===== config.mk =====
export PLATFORM = sky130hd
export DESIGN_NAME = interface_address_registration_table_core
export DESIGN_NICKNAME = d
export VERILOG_FILES = /design/src/rtl/core/iart_pkg.sv /design/src/rtl/core/iart_match.sv /design/src/rtl/core/iart_seq.sv /design/src/rtl/core/interface_address_registration_table_core.sv
export SDC_FILE = /design/constraint.sdc
export NUM_CORES = 1
export LEC_CHECK = 0
export ABC_AREA = 1
export ABC_CLOCK_PERIOD_IN_PS = 4800
export BUFFER_PORTS_ARGS = -buffer_cell sky130_fd_sc_hd__buf_2
export CAP_MARGIN = 25
export CORE_UTILIZATION = 50
export CTS_CLUSTER_DIAMETER = 200
export DETAILED_ROUTE_END_ITERATION = 7
export PLACE_DENSITY = 0.75
export SETUP_SLACK_MARGIN = 0.05
export SYNTH_ARGS = -nofsm -noshare
export SYNTH_HDL_FRONTEND = slang
export SYNTH_SLANG_ARGS = --single-unit

===== constraint.sdc =====
create_clock -name clock -period 4.8 [get_ports clock]
set_clock_uncertainty 0.1 [all_clocks]
set_input_delay 0.96 -clock clock [delete_from_list [all_inputs] [get_ports clock]]
set_output_delay 0.96 -clock clock [all_outputs]
set_load 0.005 [all_outputs]

===== src/rtl/core/iart_pkg.sv =====
// iart_pkg: shared types and constants of the interface address registration table
// holds request/response structs, operation and status codes, sequencer states
// no dependencies
package iart_pkg;

   // default table geometry
   localparam int NUM_ENTRIES_DEFAULT = 16;
   localparam int NUM_MODULES_DEFAULT = 16;

   // fixed field widths
   localparam int OP_W     = 3;
   localparam int IP_W     = 32;
   localparam int MOD_ID_W = 4;
   localparam int LIMIT_W  = 5;
   localparam int STATUS_W = 2;
   localparam int IF_IDX_W = 5;

   // most addresses one list request returns
   localparam logic [LIMIT_W-1:0] MAX_LIST = 5'd16;

   // reserved lookup address
   localparam logic [IP_W-1:0] IP_ALL_ONES = 32'hffff_ffff;

   // operation codes
   typedef enum logic [OP_W-1:0] {
      OP_ADD      = 3'd0,
      OP_REMOVE   = 3'd1,
      OP_LOOKUP   = 3'd2,
      OP_LIST_MOD = 3'd3,
      OP_LIST_ALL = 3'd4
   } op_type;

   // response status codes
   typedef enum logic [STATUS_W-1:0] {
      ST_OK         = 2'd0,
      ST_FULL       = 2'd1,
      ST_NOT_FOUND  = 2'd2,
      ST_LIST_EMPTY = 2'd3
   } status_type;

   // sequencer states
   typedef enum logic [1:0] {
      S_IDLE,
      S_SCAN,
      S_FINISH
   } seq_state_type;

   // request payload
   typedef struct packed {
      logic [OP_W-1:0]     operation;
      logic [IP_W-1:0]     ip_address;
      logic [MOD_ID_W-1:0] module_id;
      logic [LIMIT_W-1:0]  max_count;
   } req_type;

   // response payload
   typedef struct packed {
      logic [STATUS_W-1:0] status;
      logic [IF_IDX_W-1:0] if_index;
      logic [IP_W-1:0]     listed_ip;
      logic                last;
   } rsp_type;

   // compare unit verdict on one table entry
   typedef struct packed {
      logic addr_eq;
      logic has_bit;
      logic count_zero;
      logic list_hit;
   } hit_type;

endpackage


===== src/rtl/core/iart_match.sv =====
// iart_match: compare unit shared by every table scan
// judges one entry against the held request; uses iart_pkg
module iart_match #(
   parameter int NUM_MODULES = iart_pkg::NUM_MODULES_DEFAULT,
   parameter int CNT_W       = 5
) (
   input  logic [iart_pkg::OP_W-1:0] operation,
   input  logic [iart_pkg::IP_W-1:0] ip_address,
   input  logic [NUM_MODULES-1:0]    module_mask,
   input  logic [iart_pkg::IP_W-1:0] entry_address,
   input  logic [NUM_MODULES-1:0]    entry_bits,
   input  logic [CNT_W-1:0]          entry_count,
   output iart_pkg::hit_type         hit
);
   import iart_pkg::*;

   // address compare, membership test, free test and list selection
   always_comb begin
      hit.addr_eq    = (entry_address == ip_address);
      hit.has_bit    = |(entry_bits & module_mask);
      hit.count_zero = (entry_count == '0);
      if (operation == OP_LIST_MOD) begin
         hit.list_hit = hit.has_bit;
      end else begin
         hit.list_hit = !hit.count_zero;
      end
   end

endmodule


===== src/rtl/core/iart_seq.sv =====
// iart_seq: table storage and the scan sequencer around the shared compare unit
// one entry read and judged per cycle unless stalled; uses iart_pkg, iart_match
module iart_seq #(
   parameter int NUM_ENTRIES = iart_pkg::NUM_ENTRIES_DEFAULT,
   parameter int NUM_MODULES = iart_pkg::NUM_MODULES_DEFAULT
) (
   input  logic              clock,
   input  logic              reset,
   input  logic              req_valid,
   output logic              req_ready,
   input  iart_pkg::req_type req_payload,
   output logic              push_valid,
   input  logic              push_ready,
   output iart_pkg::rsp_type push_rsp
);
   import iart_pkg::*;

   localparam int IDX_W = (NUM_ENTRIES > 1) ? $clog2(NUM_ENTRIES) : 1;
   localparam int PTR_W = $clog2(NUM_ENTRIES + 1);
   localparam int CNT_W = $clog2(NUM_MODULES + 1);
   localparam logic [PTR_W-1:0] PTR_END = PTR_W'(NUM_ENTRIES);

   // table storage
   logic [IP_W-1:0]        addr_mem [NUM_ENTRIES];
   logic [NUM_MODULES-1:0] bits_mem [NUM_ENTRIES];
   logic [CNT_W-1:0]       cnt_mem  [NUM_ENTRIES];
   logic [NUM_ENTRIES-1:0] written_ff, written_in;

   // held request
   seq_state_type          state_ff, state_in;
   req_type                req_ff, req_in;
   logic [NUM_MODULES-1:0] mask_ff, mask_in;
   logic [LIMIT_W-1:0]     lim_ff, lim_in;

   // scan pipeline
   logic [PTR_W-1:0]       rd_ptr_ff, rd_ptr_in;
   logic                   ev_valid_ff, ev_valid_in;
   logic [IDX_W-1:0]       ev_idx_ff, ev_idx_in;
   logic [IP_W-1:0]        ev_addr_ff;
   logic [NUM_MODULES-1:0] ev_bits_ff;
   logic [CNT_W-1:0]       ev_count_ff;
   logic                   ev_known_ff;

   // scan results
   logic                   match_found_ff, match_found_in;
   logic [IDX_W-1:0]       match_idx_ff, match_idx_in;
   logic [NUM_MODULES-1:0] match_bits_ff, match_bits_in;
   logic [CNT_W-1:0]       match_count_ff, match_count_in;
   logic                   free_found_ff, free_found_in;
   logic [IDX_W-1:0]       free_idx_ff, free_idx_in;
   logic [NUM_MODULES-1:0] free_bits_ff, free_bits_in;
   logic [CNT_W-1:0]       free_count_ff, free_count_in;
   logic                   pend_valid_ff, pend_valid_in;
   logic [IP_W-1:0]        pend_ip_ff, pend_ip_in;
   logic [LIMIT_W-1:0]     taken_ff, taken_in;

   // datapath signals
   logic                   accept;
   logic                   scan_done;
   logic                   is_list;
   logic                   take;
   logic                   need_push;
   logic                   adv;
   logic                   rd_en;
   logic [IDX_W-1:0]       rd_idx;
   logic                   wr_en;
   logic [IDX_W-1:0]       wr_idx;
   logic [IP_W-1:0]        wr_addr;
   logic [NUM_MODULES-1:0] wr_bits;
   logic [CNT_W-1:0]       wr_count;
   logic [IP_W-1:0]        ent_addr;
   logic [NUM_MODULES-1:0] ent_bits;
   logic [CNT_W-1:0]       ent_count;
   logic                   add_write;
   logic                   match_has_bit;
   logic [IDX_W:0]         idx_plus;
   hit_type                hit;

   // entries never written read as zero
   assign ent_addr  = ev_known_ff ? ev_addr_ff  : '0;
   assign ent_bits  = ev_known_ff ? ev_bits_ff  : '0;
   assign ent_count = ev_known_ff ? ev_count_ff : '0;

   iart_match #(
      .NUM_MODULES(NUM_MODULES),
      .CNT_W      (CNT_W)
   ) u_match (
      .operation    (req_ff.operation),
      .ip_address   (req_ff.ip_address),
      .module_mask  (mask_ff),
      .entry_address(ent_addr),
      .entry_bits   (ent_bits),
      .entry_count  (ent_count),
      .hit          (hit)
   );

   // scan control
   assign accept    = (state_ff == S_IDLE) && req_valid;
   assign scan_done = (rd_ptr_ff == PTR_END) && !ev_valid_ff;
   assign is_list   = (req_ff.operation == OP_LIST_MOD) || (req_ff.operation == OP_LIST_ALL);
   assign take      = (state_ff == S_SCAN) && ev_valid_ff && is_list && hit.list_hit
                      && (taken_ff < lim_ff);
   assign need_push = take && pend_valid_ff;
   assign adv       = !(need_push && !push_ready);
   assign rd_en     = (state_ff == S_SCAN) && adv && (rd_ptr_ff != PTR_END);
   assign rd_idx    = rd_ptr_ff[IDX_W-1:0];

   // add commit decision
   assign match_has_bit = |(match_bits_ff & mask_ff);
   assign add_write     = (req_ff.operation == OP_ADD) && (|mask_ff)
                          && ((match_found_ff && !match_has_bit)
                              || (!match_found_ff && free_found_ff));
   assign idx_plus      = {1'b0, match_idx_ff} + {{IDX_W{1'b0}}, 1'b1};

   // next state
   always_comb begin
      state_in = state_ff;
      unique case (state_ff)
         S_IDLE: begin
            if (req_valid) state_in = S_SCAN;
         end
         S_SCAN: begin
            if (scan_done) state_in = S_FINISH;
         end
         S_FINISH: begin
            if (push_ready) state_in = S_IDLE;
         end
         default: state_in = S_IDLE;
      endcase
   end

   // sequencer outputs: handshake, response and table write
   always_comb begin
      req_ready  = 1'b0;
      push_valid = 1'b0;
      push_rsp   = '0;
      wr_en      = 1'b0;
      wr_idx     = ev_idx_ff;
      wr_addr    = ent_addr;
      wr_bits    = ent_bits & ~mask_ff;
      wr_count   = (ent_count != '0) ? (ent_count - CNT_W'(1)) : ent_count;
      unique case (state_ff)
         S_IDLE: begin
            req_ready = 1'b1;
         end
         S_SCAN: begin
            // a newer list hit releases the held one
            push_valid         = need_push;
            push_rsp.status    = ST_OK;
            push_rsp.listed_ip = pend_ip_ff;
            // remove clears the module bit and decrements the count in place
            wr_en = (req_ff.operation == OP_REMOVE) && ev_valid_ff && hit.has_bit;
         end
         S_FINISH: begin
            push_valid    = 1'b1;
            push_rsp.last = 1'b1;
            case (req_ff.operation) inside
               OP_ADD: begin
                  if (!(|mask_ff)) begin
                     push_rsp.status = ST_NOT_FOUND;
                  end else if (match_found_ff || free_found_ff) begin
                     push_rsp.status = ST_OK;
                  end else begin
                     push_rsp.status = ST_FULL;
                  end
               end
               OP_REMOVE: begin
                  push_rsp.status = ST_OK;
               end
               OP_LOOKUP: begin
                  if (match_found_ff && (req_ff.ip_address != '0)
                      && (req_ff.ip_address != IP_ALL_ONES)) begin
                     push_rsp.status   = ST_OK;
                     push_rsp.if_index = IF_IDX_W'(idx_plus);
                  end else begin
                     push_rsp.status = ST_NOT_FOUND;
                  end
               end
               OP_LIST_MOD, OP_LIST_ALL: begin
                  if (pend_valid_ff) begin
                     push_rsp.status    = ST_OK;
                     push_rsp.listed_ip = pend_ip_ff;
                  end else begin
                     push_rsp.status = ST_LIST_EMPTY;
                  end
               end
               default: begin
                  push_rsp.status = ST_NOT_FOUND;
               end
            endcase
            // add claims or extends its entry as the response leaves
            wr_en    = add_write && push_ready;
            wr_idx   = match_found_ff ? match_idx_ff : free_idx_ff;
            wr_addr  = req_ff.ip_address;
            wr_bits  = (match_found_ff ? match_bits_ff : free_bits_ff) | mask_ff;
            wr_count = (match_found_ff ? match_count_ff : free_count_ff) + CNT_W'(1);
         end
         default: begin
            req_ready = 1'b0;
         end
      endcase
   end

   // request capture and scan bookkeeping
   always_comb begin
      req_in         = req_ff;
      mask_in        = mask_ff;
      lim_in         = lim_ff;
      rd_ptr_in      = rd_ptr_ff;
      ev_valid_in    = ev_valid_ff;
      ev_idx_in      = ev_idx_ff;
      match_found_in = match_found_ff;
      match_idx_in   = match_idx_ff;
      match_bits_in  = match_bits_ff;
      match_count_in = match_count_ff;
      free_found_in  = free_found_ff;
      free_idx_in    = free_idx_ff;
      free_bits_in   = free_bits_ff;
      free_count_in  = free_count_ff;
      pend_valid_in  = pend_valid_ff;
      pend_ip_in     = pend_ip_ff;
      taken_in       = taken_ff;
      if (accept) begin
         req_in         = req_payload;
         mask_in        = NUM_MODULES'(1) << req_payload.module_id;
         lim_in         = (req_payload.max_count > MAX_LIST) ? MAX_LIST : req_payload.max_count;
         rd_ptr_in      = '0;
         ev_valid_in    = 1'b0;
         match_found_in = 1'b0;
         free_found_in  = 1'b0;
         pend_valid_in  = 1'b0;
         taken_in       = '0;
      end else if ((state_ff == S_SCAN) && adv) begin
         // issue the next read
         if (rd_ptr_ff != PTR_END) begin
            ev_valid_in = 1'b1;
            ev_idx_in   = rd_idx;
            rd_ptr_in   = rd_ptr_ff + PTR_W'(1);
         end else begin
            ev_valid_in = 1'b0;
         end
         // judge the entry held in the read registers
         if (ev_valid_ff) begin
            if (hit.addr_eq && !match_found_ff) begin
               match_found_in = 1'b1;
               match_idx_in   = ev_idx_ff;
               match_bits_in  = ent_bits;
               match_count_in = ent_count;
            end
            if (hit.count_zero && !free_found_ff) begin
               free_found_in = 1'b1;
               free_idx_in   = ev_idx_ff;
               free_bits_in  = ent_bits;
               free_count_in = ent_count;
            end
            if (take) begin
               pend_valid_in = 1'b1;
               pend_ip_in    = ent_addr;
               taken_in      = taken_ff + LIMIT_W'(1);
            end
         end
      end
   end

   // written flags for every entry
   always_comb begin
      written_in = written_ff;
      if (wr_en) written_in[wr_idx] = 1'b1;
   end

   // control registers
   always_ff @(posedge clock) begin
      if (reset) begin
         state_ff      <= S_IDLE;
         written_ff    <= '0;
         ev_valid_ff   <= 1'b0;
         pend_valid_ff <= 1'b0;
         rd_ptr_ff     <= '0;
      end else begin
         state_ff      <= state_in;
         written_ff    <= written_in;
         ev_valid_ff   <= ev_valid_in;
         pend_valid_ff <= pend_valid_in;
         rd_ptr_ff     <= rd_ptr_in;
      end
   end

   // payload registers
   always_ff @(posedge clock) begin
      req_ff         <= req_in;
      mask_ff        <= mask_in;
      lim_ff         <= lim_in;
      ev_idx_ff      <= ev_idx_in;
      match_found_ff <= match_found_in;
      match_idx_ff   <= match_idx_in;
      match_bits_ff  <= match_bits_in;
      match_count_ff <= match_count_in;
      free_found_ff  <= free_found_in;
      free_idx_ff    <= free_idx_in;
      free_bits_ff   <= free_bits_in;
      free_count_ff  <= free_count_in;
      pend_ip_ff     <= pend_ip_in;
      taken_ff       <= taken_in;
   end

   // table memory: one write and one registered read per cycle
   always_ff @(posedge clock) begin
      if (wr_en) begin
         addr_mem[wr_idx] <= wr_addr;
         bits_mem[wr_idx] <= wr_bits;
         cnt_mem[wr_idx]  <= wr_count;
      end
      if (rd_en) begin
         ev_addr_ff  <= addr_mem[rd_idx];
         ev_bits_ff  <= bits_mem[rd_idx];
         ev_count_ff <= cnt_mem[rd_idx];
         ev_known_ff <= written_ff[rd_idx];
      end
   end

endmodule


===== src/rtl/core/interface_address_registration_table_core.sv =====
// interface_address_registration_table_core: top level of the address table
// holds the response register; depends on iart_pkg, iart_seq and iart_match
//
//   channel   ports                               direction   moves
//   request   req_valid req_ready req_payload     in          one table operation
//   response  rsp_valid rsp_ready rsp_payload     out         one result, last on the final
//
// every request walks the whole table, one entry per cycle through the compare unit
// while the scan is not stalled, so each request finishes before the next is taken
// list requests hold one address back to mark the final one; a full response register
// stalls the scan when a later list hit releases the held one, and holds the finish cycle
// reset clears the per-entry written flags at once, so no clearing pass follows reset
// a new request is taken once the final response has entered the response register
module interface_address_registration_table_core #(
   parameter int NUM_ENTRIES = iart_pkg::NUM_ENTRIES_DEFAULT,
   parameter int NUM_MODULES = iart_pkg::NUM_MODULES_DEFAULT
) (
   input  logic              clock,
   input  logic              reset,
   input  logic              req_valid,
   output logic              req_ready,
   input  iart_pkg::req_type req_payload,
   output logic              rsp_valid,
   input  logic              rsp_ready,
   output iart_pkg::rsp_type rsp_payload
);
   import iart_pkg::*;

   logic    push_valid;
   logic    push_ready;
   rsp_type push_rsp;
   logic    out_valid_ff, out_valid_in;
   rsp_type out_ff, out_in;

   iart_seq #(
      .NUM_ENTRIES(NUM_ENTRIES),
      .NUM_MODULES(NUM_MODULES)
   ) u_seq (
      .clock      (clock),
      .reset      (reset),
      .req_valid  (req_valid),
      .req_ready  (req_ready),
      .req_payload(req_payload),
      .push_valid (push_valid),
      .push_ready (push_ready),
      .push_rsp   (push_rsp)
   );

   // response register refills in the cycle it drains
   assign push_ready = !out_valid_ff || rsp_ready;

   always_comb begin
      out_valid_in = out_valid_ff;
      out_in       = out_ff;
      if (push_valid && push_ready) begin
         out_valid_in = 1'b1;
         out_in       = push_rsp;
      end else if (rsp_ready) begin
         out_valid_in = 1'b0;
      end
   end

   always_ff @(posedge clock) begin
      if (reset) begin
         out_valid_ff <= 1'b0;
      end else begin
         out_valid_ff <= out_valid_in;
      end
   end

   always_ff @(posedge clock) begin
      out_ff <= out_in;
   end

   assign rsp_valid   = out_valid_ff;
   assign rsp_payload = out_ff;

endmodule

## After elaboration in Yosys (flattened, before gate mapping)

Memories as Yosys holds them, arrays and structs flattened. A register that Yosys moved wholly into a read port is not among the register bits.
Cells that the tools add are included.

| word-level totals | value |
|---|---|
| memories kept | 3 |
| register bits | 216 |
| output and inout bits | 42 |
| bits of input ports | 48 |
| bits in writable memories | 848 |

| cells by class | value |
|---|---|
| reductions and logical operators | 56 |
| mux-type cells | 43 |
| add/sub/neg operators | 5 |
| bitwise gates (word level) | 10 |
| equal/unequal tests | 13 |
| magnitude comparators | 5 |
| shift operators | 1 |

Memories:

| name | depth | bits a word | read ports | clocked after memory_dff | wr ports | line | source |
|---|---|---|---|---|---|---|---|
| u_seq.addr_mem | 16 | 32 | 1 | 1 | 1 | iart_seq.sv:24 | `logic [IP_W-1:0] addr_mem [NUM_ENTRIES];` |
| u_seq.bits_mem | 16 | 16 | 1 | 1 | 1 | iart_seq.sv:25 | `logic [NUM_MODULES-1:0] bits_mem [NUM_ENTRIES];` |
| u_seq.cnt_mem | 16 | 5 | 1 | 1 | 1 | iart_seq.sv:26 | `logic [CNT_W-1:0] cnt_mem [NUM_ENTRIES];` |

Operators with widths:

| cell | count |
|---|---|
| $mux 32 | 7 |
| $pmux 32 s2 | 1 |
| $and 16x16->16 | 3 |
| $mux 16 | 3 |
| $reduce_or 16->1 | 3 |
| $eq 32x32->1 | 1 |
| $ne 32x32->1 const B | 1 |
| $or 16x16->16 | 2 |
| $reduce_bool 32->1 | 1 |
| $logic_and 1x1->1 | 23 |
| $mux 2 | 10 |
| $mux 5 | 4 |
| $not 16->16 | 1 |
| $shl 1x4->16 const A | 1 |
| $add 5x1->5 const B | 3 |
| $reduce_and 3->1 | 5 |
| $reduce_and 4->1 | 3 |
| $mux 1 | 11 |
| $lt 4x5->1 const B | 2 |
| $logic_not 1->1 | 8 |
| $mux 4 | 2 |
| $eq 3x2->1 const B | 2 |
| $pmux 2 s3 | 1 |
| $add 4x1->5 const B | 1 |
| other kinds (25) | 34 |

## Logic depth before layout (Yosys ltp)

Gate-level depths: netlist (run 1).

| logic depth | value |
|---|---|
| word-level depth | 11 |
| gate-level depth with buffers | 15 |

## Cells and area by module

From an unflattened synthesis (run 1), not the netlist that was laid out.

| second synthesis, totals | value |
|---|---|
| cell total of the unflattened synthesis | 3633 |
| area, all modules | 44680.4 um2 |

Modules (own cells, without submodules):

| module | cells each | seq. area each (um2) | times used | area each (um2) |
|---|---|---|---|---|
| iart_seq | 3387 | 31990.7 | 1 | 42653.4 |
| interface_address_registration_table_core | 46 | 1221.2 | 1 | 1248.7 |
| iart_match | 200 | 0.0 | 1 | 778.2 |

## Worst setup path after synthesis (run 1)

Ideal clock, no wire load.

| timing path | value |
|---|---|
| path kind | input to register |
| start | input req_valid |
| end | register u_seq.pend_ip_ff[0] (enable) |
| slack | 148 ps |
| path buffers | 0 |
| arrival time | 4131 ps |
| stages on the path | 3 |
| required time | 4279 ps |
| path through | nand2_1 clkinv_1 nor2_1 |

| between the ends | value |
|---|---|
| longest elaborated chain between the ends | 3 |

RTL lines:

| item | line | source |
|---|---|---|
| from (decl) | interface_address_registration_table_core.sv:20 | `input logic req_valid,` |
| $logic_and 1x1->1 | iart_seq.sv:98 | `assign accept = (state_ff == S_IDLE) && req_valid;` |
| named net u_seq.accept | iart_seq.sv:58 | `logic accept;` |
| $not 1->1 (no source line) | -- |  |
| $reduce_and 4->1 (no source line) | -- |  |
| to (signal assigned) | iart_seq.sv:302 | `pend_ip_ff <= pend_ip_in;` |
| to (decl) | iart_seq.sv:54 | `logic [IP_W-1:0] pend_ip_ff, pend_ip_in;` |

The timed path passes the listed nets, and every way through them passes these cells.
A chain may end at the register's enable or synchronous reset.

## Worst setup path in the final report (run 1)

| timing path | value |
|---|---|
| start | register u_seq.ev_known_ff |
| end | memory u_seq.addr_mem[8][6] (enable) |

| between the ends | value |
|---|---|
| longest elaborated chain between the ends | 7 |

RTL lines:

| item | line | source |
|---|---|---|
| from (decl) | iart_seq.sv:42 | `logic ev_known_ff;` |
| from (signal assigned) | iart_seq.sv:317 | `ev_known_ff <= written_ff[rd_idx];` |
| $mux 16 | iart_seq.sv:81 | `assign ent_bits = ev_known_ff ? ev_bits_ff : '0;` |
| $and 16x16->16 | iart_match.sv:20 | `hit.has_bit = \|(entry_bits & module_mask);` |
| $reduce_or 16->1 | iart_match.sv:20 |  |
| $logic_and 1x1->1 | iart_seq.sv:152 | `wr_en = (req_ff.operation == OP_REMOVE) && ev_valid_ff && hit.has_bit;` |
| $pmux 1 s2 | iart_seq.sv:142 | `unique case (state_ff)` |
| $mux 1 | iart_seq.sv:308 | `if (wr_en) begin` |
| $mux 1 (not written as such) | iart_seq.sv:309 | `addr_mem[wr_idx] <= wr_addr;` |
| to (decl) | iart_seq.sv:24 |  |

Every way passes these cells.

==> metrics.txt, run 1 <==
# hold bufs at CTS 0; part of the cycle the worst path needs about four fifths; Crit path largest cell delay 0.69 ns; Routed WL per cell 23.75 um; GRT met2 Usage between 40% and 50%; post-synth top area share roughly three quarters; Seq/Total Area, Yosys 74.68%; drc violations 0; num ports 90; global route overflow 0; DRT iter0 DRCs roughly 3800; Post-Synth XOR/XNOR Area 0.3939%; Max Slew Vio Count 0; Final TNS setup 0 ns; post-synthesis compound-gate area fraction 11.07%; CTS clk-pin slew, worst paths 0.06 ns; Simple-Gate Fraction of Synth Area 9.847%; dominant cells by area after synthesis edfxtp_1 73%, o21ai_0 5.4%, nor2_1 4.6%; Cell Count Post-Placement roughly 4600; Leak 17.09 nW; Root Buffer clkbuf_16; worst skew pair latency about 0.7 ns; core area 88240 sq um; crit path DAT 4.00 ns; Critical Path RT 4.99 ns; final setup margin 0.9959 ns; Mapped Avg Cell Area 12.78 sq um; worst-margin pin slew around 1.2 ns; die area about 90000 sq um; number of buffers created by CTS 105; cell taking the most area after synthesis edfxtp_1; post-CTS sizing 0; outcome complete, no violations; Layout Cells excl Fill 4813; met1 Use GR 32.80%; htree depth 3; Worst slew margin 22.15%; Mapped Area 44470 sq um; routability congestion estimate 0.9218; Post-synth EDFFs 1084; post-synthesis register bit count 1117; IO buf count 89; count of yosys warnings during synthesis 0; WS Path Type flop to flop; number of global-route vias before repair 27610; CP cell instances buf_4 -> nand3_1 -> nand2_1 -> nor2_1 -> nand2_1 -> nor2_2 -> nand3b_4 -> nand2_4 -> nand2_4 -> inv_2 -> nand3_1 -> nor2_4 -> buf_4; RSZ-0062 raised after global routing no; global-route wire length before repair 170200 um; Synth Area in Adders 0.3939%; Worst Hold Class primary input to flop; layout cell share with drive strength beyond 1 approximately 10%; starting density of the core just over 50%; Synth cell types 42; # Max-Cap Violations 0; min Tclk post-route 3.804 ns; Peak VDD IR about 340 uV; syn nets 3543; fmax 262.9 MHz; Setup Buffers After CTS 0; Final Hold Vio Count 0; via/cell ratio around 6.1; setup violators final 0; maximum number of pins on one net before global-route repair 189; ys flop type edfxtp_1; CP max FO between 60 and 70; Synth Instances 3481; chip height ~300 um; Routed WL about 110000 um; drt first pass iters 6; crit end category flop; CTS tree built; CTS max path bufs 3; DR vias 29150; std cell rows roughly 110; initial antenna violation count 1; DP Worst Slack 1.059 ns; Die Width between 300 and 400 um; startpoint types flop; count leader, synth edfxtp_1; main combinational cell family by area after synthesis compound AO/OA/AOI/OAI gates; clock tree sinks between 1000 and 1500; Power Dens Cells 529.7 nW/um^2; Final #Nets 3624; HPWL Detailed 68240 um; slowest CP cell buf_4; worst hold slack about 0.34 ns; met3 usage approximately 4.3%; Async SR Flop Fraction 0%; Detail Route Antenna Nets 0; GR peak layer met2; All-Layer GR Usage 25.14%; post-synthesis mux area share less than 1%; Post-synth top cells 1084 x edfxtp_1, 544 x nor2_1, 484 x o21ai_0, 317 x nand2_1, 182 x inv_1; Area Overhead vs Synth 11.86%
-- cells in the final DEF (no fill, tap or decap), types with 17 or more instances in the layout --
master	count
buf_4	84
clkinv_1	33
nor2_4	17
clkbuf_1	18
inv_1	178
nand2_1	317
buf_2	89
edfxtp_1	1084
clkinv_2	21
o211ai_1	18
nand4_1	23
o221ai_1	88
o21ai_0	467
a21oi_1	98
clkbuf_16	105
nand3_1	159
o22ai_1	138
dfxtp_1	30
nor2_1	526
o21ai_1	24
-- worst paths after layout --
check | from | endpoint | slack [ns] | cells after the start
max | u_seq.ev_known_ff$_DFFE_PP_ | u_seq.addr_mem[8][6]$_DFFE_PP_ | 1.0 | 13
min | req_payload[22] | u_seq.req_ff[22]$_DFFE_PP_ | 0.34 | 1
max reg2reg | u_seq.ev_known_ff$_DFFE_PP_ | u_seq.addr_mem[8][6]$_DFFE_PP_ | 1.0 | 13
min reg2reg | u_seq.written_ff[3]$_SDFFE_PP0P_ | u_seq.written_ff[3]$_SDFFE_PP0P_ | 0.35 | 2
-- where the power goes --
part           internal, W  switching (W)  leakage (nW)
clock              0.00430        0.00358          1.58
combinational      0.00134        0.00447          5.30
sequential          0.0124       0.000286          10.2
-- cell type report --
class / instances / area [sq um]
Inverter: 193 / 739.5
Clock inverter: 69 / 553.0
Timing Repair Buffer: 182 / 1247
Antenna cell: 1 / 2.502
Multi-Input combinational cell: 1963 / 9831
Fill cell: 6726 / 38490
Clock buffer: 123 / 2695
Sequential cell: 1117 / 33220
Tap cell: 1165 / 1458
-- registers in the layout (all words and copies together), names as in the netlist, 5 cells and up --
register and cells:
u_seq.lim_ff 5, u_seq.bits_mem 256, u_seq.ev_bits_ff 16, u_seq.taken_ff 5, u_seq.mask_ff 16, u_seq.req_ff 35, u_seq.rd_ptr_ff 5, u_seq.ev_count_ff 5
u_seq.ev_addr_ff 32, u_seq.free_bits_ff 16, u_seq.pend_ip_ff 32, u_seq.free_count_ff 5, u_seq.match_count_ff 5, u_seq.written_ff 16, u_seq.cnt_mem 80, rsp_payload 40
u_seq.match_bits_ff 16, u_seq.addr_mem 512
-- logic make-up after synthesis --
family | Yosys count
flip-flops | 1117
AND/OR/NAND/NOR | 1068
AO/OA/AOI/OAI | 860
buffers and inverters | 401
XOR/XNOR | 20
adder cells (fa/ha/maj) | 14
multiplexers | 1
-- per-stage QoR --
| step | instance area, sq um | utilization, % | power [W] |
|---|---|---|---|
| after global placement | 46460 | 52.66 | 0.01835 |
| final | 49750 | 56.38 | 0.02635 |
| after CTS | 49730 | 56.36 | 0.02628 |
| after detailed placement | 46480 | 52.68 | 0.01850 |
| after global routing | 49750 | 56.38 | 0.02722 |
| after floorplan | 44470 | - | 0.01607 |
-- per-layer routing --
layer	wire length (um)	vias to the layer above
li1	-	12910
met1	42350	14290
met2	55950	1688
met3	10870	265
met4	5142	2
met5	14	-
-- worst max-delay path, delay by kind of cell (launching register included) --
family | cells | cell delay (ns)
and+or+nand+nor | 10 | 1.53
DFF | 1 | 0.32
buffers and inverters | 3 | 1.40
Note: power is estimated with default switching activity, not from simulation.
==> run 2: changes to the inputs <==
Settings changed: ABC_CLOCK_PERIOD_IN_PS 4800 to 3700, PLACE_DENSITY 0.75 to 0.73.
Clock period 4.8 ns to 3.7 ns, I/O delays scaled along.
==> metrics.txt, run 2 (synthesis results as in run 1) <==
commonest non-fill, non-tap cell in the layout edfxtp_1; via/cell ratio about 6.0; die area 90140 sq um; part of the cycle the worst path needs 91.03%; Combinational Power Share approximately 22%; global route overflow 0; worst skew pair latency 0.67 ns; htree depth 3; CP max FO 68; DRT iter0 DRCs 3853; Int Power 0.02382 W; min Tclk post-route 3.368 ns; initial antenna violation count 3; Hold Path Sink u_seq.req_ff[36]$_DFFE_PP_; CTS clk-pin slew, worst paths 0.06 ns; max reg flops 512; Routed WL between 100000 and 150000 um; setup violators final 0; reg2reg end u_seq.addr_mem[4][1]$_DFFE_PP_; Sw Ratio 30.98%; Power Dens Cells 684.6 nW/um^2; number of global-route vias before repair 27870; global-route wire length before repair 169000 um; Leak roughly 17 nW; Worst slew margin between 20% and 30%; # hold bufs at CTS 0; chip height around 300 um; Peak VDD IR 526.4 uV; worst hold start req_payload[36]; # Max-Cap Violations 0; number of buffers created by CTS roughly 110; HPWL Detailed approximately 68000 um; drt first pass iters 6; Final #Nets around 3700; Routed WL per cell 23.33 um; DR vias between 20000 and 30000; crit path DAT 3.61 ns; hold-critical path depth 1; RR Startpoint u_seq.ev_known_ff$_DFFE_PP_; Sequential Power Share 47.5%; CTS tree built; Tot Pwr 0.03451 W; num ports 90; clock tree sinks 1117; switching power ~0.011 W; RSZ-0062 raised after global routing no; Worst Hold Class primary input to flop; drc violations 0; Die Width 300.2 um; Clk pwr share around 30%; Root Buffer clkbuf_16; Layout Cells excl Fill approximately 4900; flop2flop setup slack 0.33 ns; Area Overhead vs Synth 13.36%; core area 88240 sq um; startpoint types flop; fillcell total 6816; DP Worst Slack about 0.36 ns; most flop-heavy register u_seq.addr_mem; starting density of the core roughly 50%; Cell Count Post-Placement between 4000 and 5000; std cell rows between 100 and 150; CTS max path bufs 3; IO buf count a little under 90; DP Area 47100 sq um; Regs by FF count u_seq.addr_mem: 512 flops, u_seq.bits_mem: 256 flops, u_seq.cnt_mem: 80 flops; fmax between 200 and 300 MHz; All-Layer GR Usage 24.87%; layout cell share with drive strength beyond 1 11.26%; most frequent cells in the layout 1084 x edfxtp_1, 526 x nor2_1, 484 x o21ai_0; final setup margin approximately 0.33 ns; crit end category flop; ANT cells 0; Critical Path RT 3.94 ns; Detail Route Antenna Nets 0; post-CTS sizing 0; Max Slew Vio Count 0; final instance area 50410 sq um; Final Hold Vio Count 0; worst-margin pin slew 1.061 ns; outcome complete, no violations; routability congestion estimate 0.9079; WS Path Type flop to flop; maximum number of pins on one net before global-route repair 145; Setup Buffers After CTS 0; Reg2Reg Depth 13
## run 2: stage by stage
step / TNS (ns) / utilization, % / hold WS (ns)
2_1_floorplan: -440.41 / - / 0.3029
3_3_place_gp: 0 / 53.37 / 0.3426
3_5_place_dp: 0 / 53.38 / 0.3399
4_1_cts: 0 / 57.13 / 0.1094
5_1_grt: 0 / 57.13 / 0.1112
6_report: 0 / 57.13 / 0.1373
## run 2: per-layer routing
metal	vias up	global-route usage [%]	share of wire, %
met5	-	0	0.011
met4	2	9.779	3.8
met3	237	3.288	9.0
met2	1621	40.51	48
met1	14240	34.09	39
li1	12970	-	-
## run 2: layout make-up
class                      count  area [sq um]  share of cell area [%]
tap                         1165          1458                   2.891
sequential                  1117         33220                   65.90
clock buffer                 144          2900                   5.753
multi-input combinational   1963          9827                   19.49
timing repair buffer         219          1854                   3.678
clock inverter                50         410.4                  0.8141
inverter                     193         740.7                   1.469
## run 2: worst max path at each step
| stage | startpoint | to | slack (ns) | depth (start not counted) |
|---|---|---|---|---|
| 6_report | u_seq.ev_known_ff$_DFFE_PP_ | u_seq.addr_mem[4][1]$_DFFE_PP_ | 0.33 | 13 |
| 5_1_grt | u_seq.ev_known_ff$_DFFE_PP_ | u_seq.addr_mem[4][9]$_DFFE_PP_ | 0.15 | 13 |
| 4_1_cts | u_seq.ev_known_ff$_DFFE_PP_ | u_seq.addr_mem[4][9]$_DFFE_PP_ | 0.33 | 13 |
| 3_5_place_dp | u_seq.ev_known_ff$_DFFE_PP_ | u_seq.addr_mem[4][12]$_DFFE_PP_ | 0.36 | 13 |
| 3_3_place_gp | u_seq.ev_known_ff$_DFFE_PP_ | u_seq.addr_mem[4][12]$_DFFE_PP_ | 0.43 | 13 |
| 2_1_floorplan | u_seq.state_ff[0]$_SDFFE_PP0P_ | u_seq.addr_mem[10][0]$_DFFE_PP_ | -0.67 | 12 |
## run 2: critical path, stage by stage, from the launching register on
cell and delay, ns:
edfxtp_1 0.37, buf_12 0.31, nand2_1 0.13, o21ai_1 0.17, nor2_1 0.06, nand2_1 0.07
nor2_2 0.06, nand3b_4 0.16, nand2_4 0.20, nand2_4 0.16, inv_2 0.11, nand3_1 0.32
nor2_4 0.50, buf_12 0.26
## run 2: power groups by stage
stage | logic (W) | registers, W | clock network, W
floorplan | 0.00432 | 0.0165 | 0
global placement | 0.00741 | 0.0166 | 0
detailed placement | 0.00757 | 0.0166 | 0
CTS | 0.00762 | 0.0164 | 0.0105
global route | 0.00833 | 0.0164 | 0.0110
finish | 0.00771 | 0.0164 | 0.0104
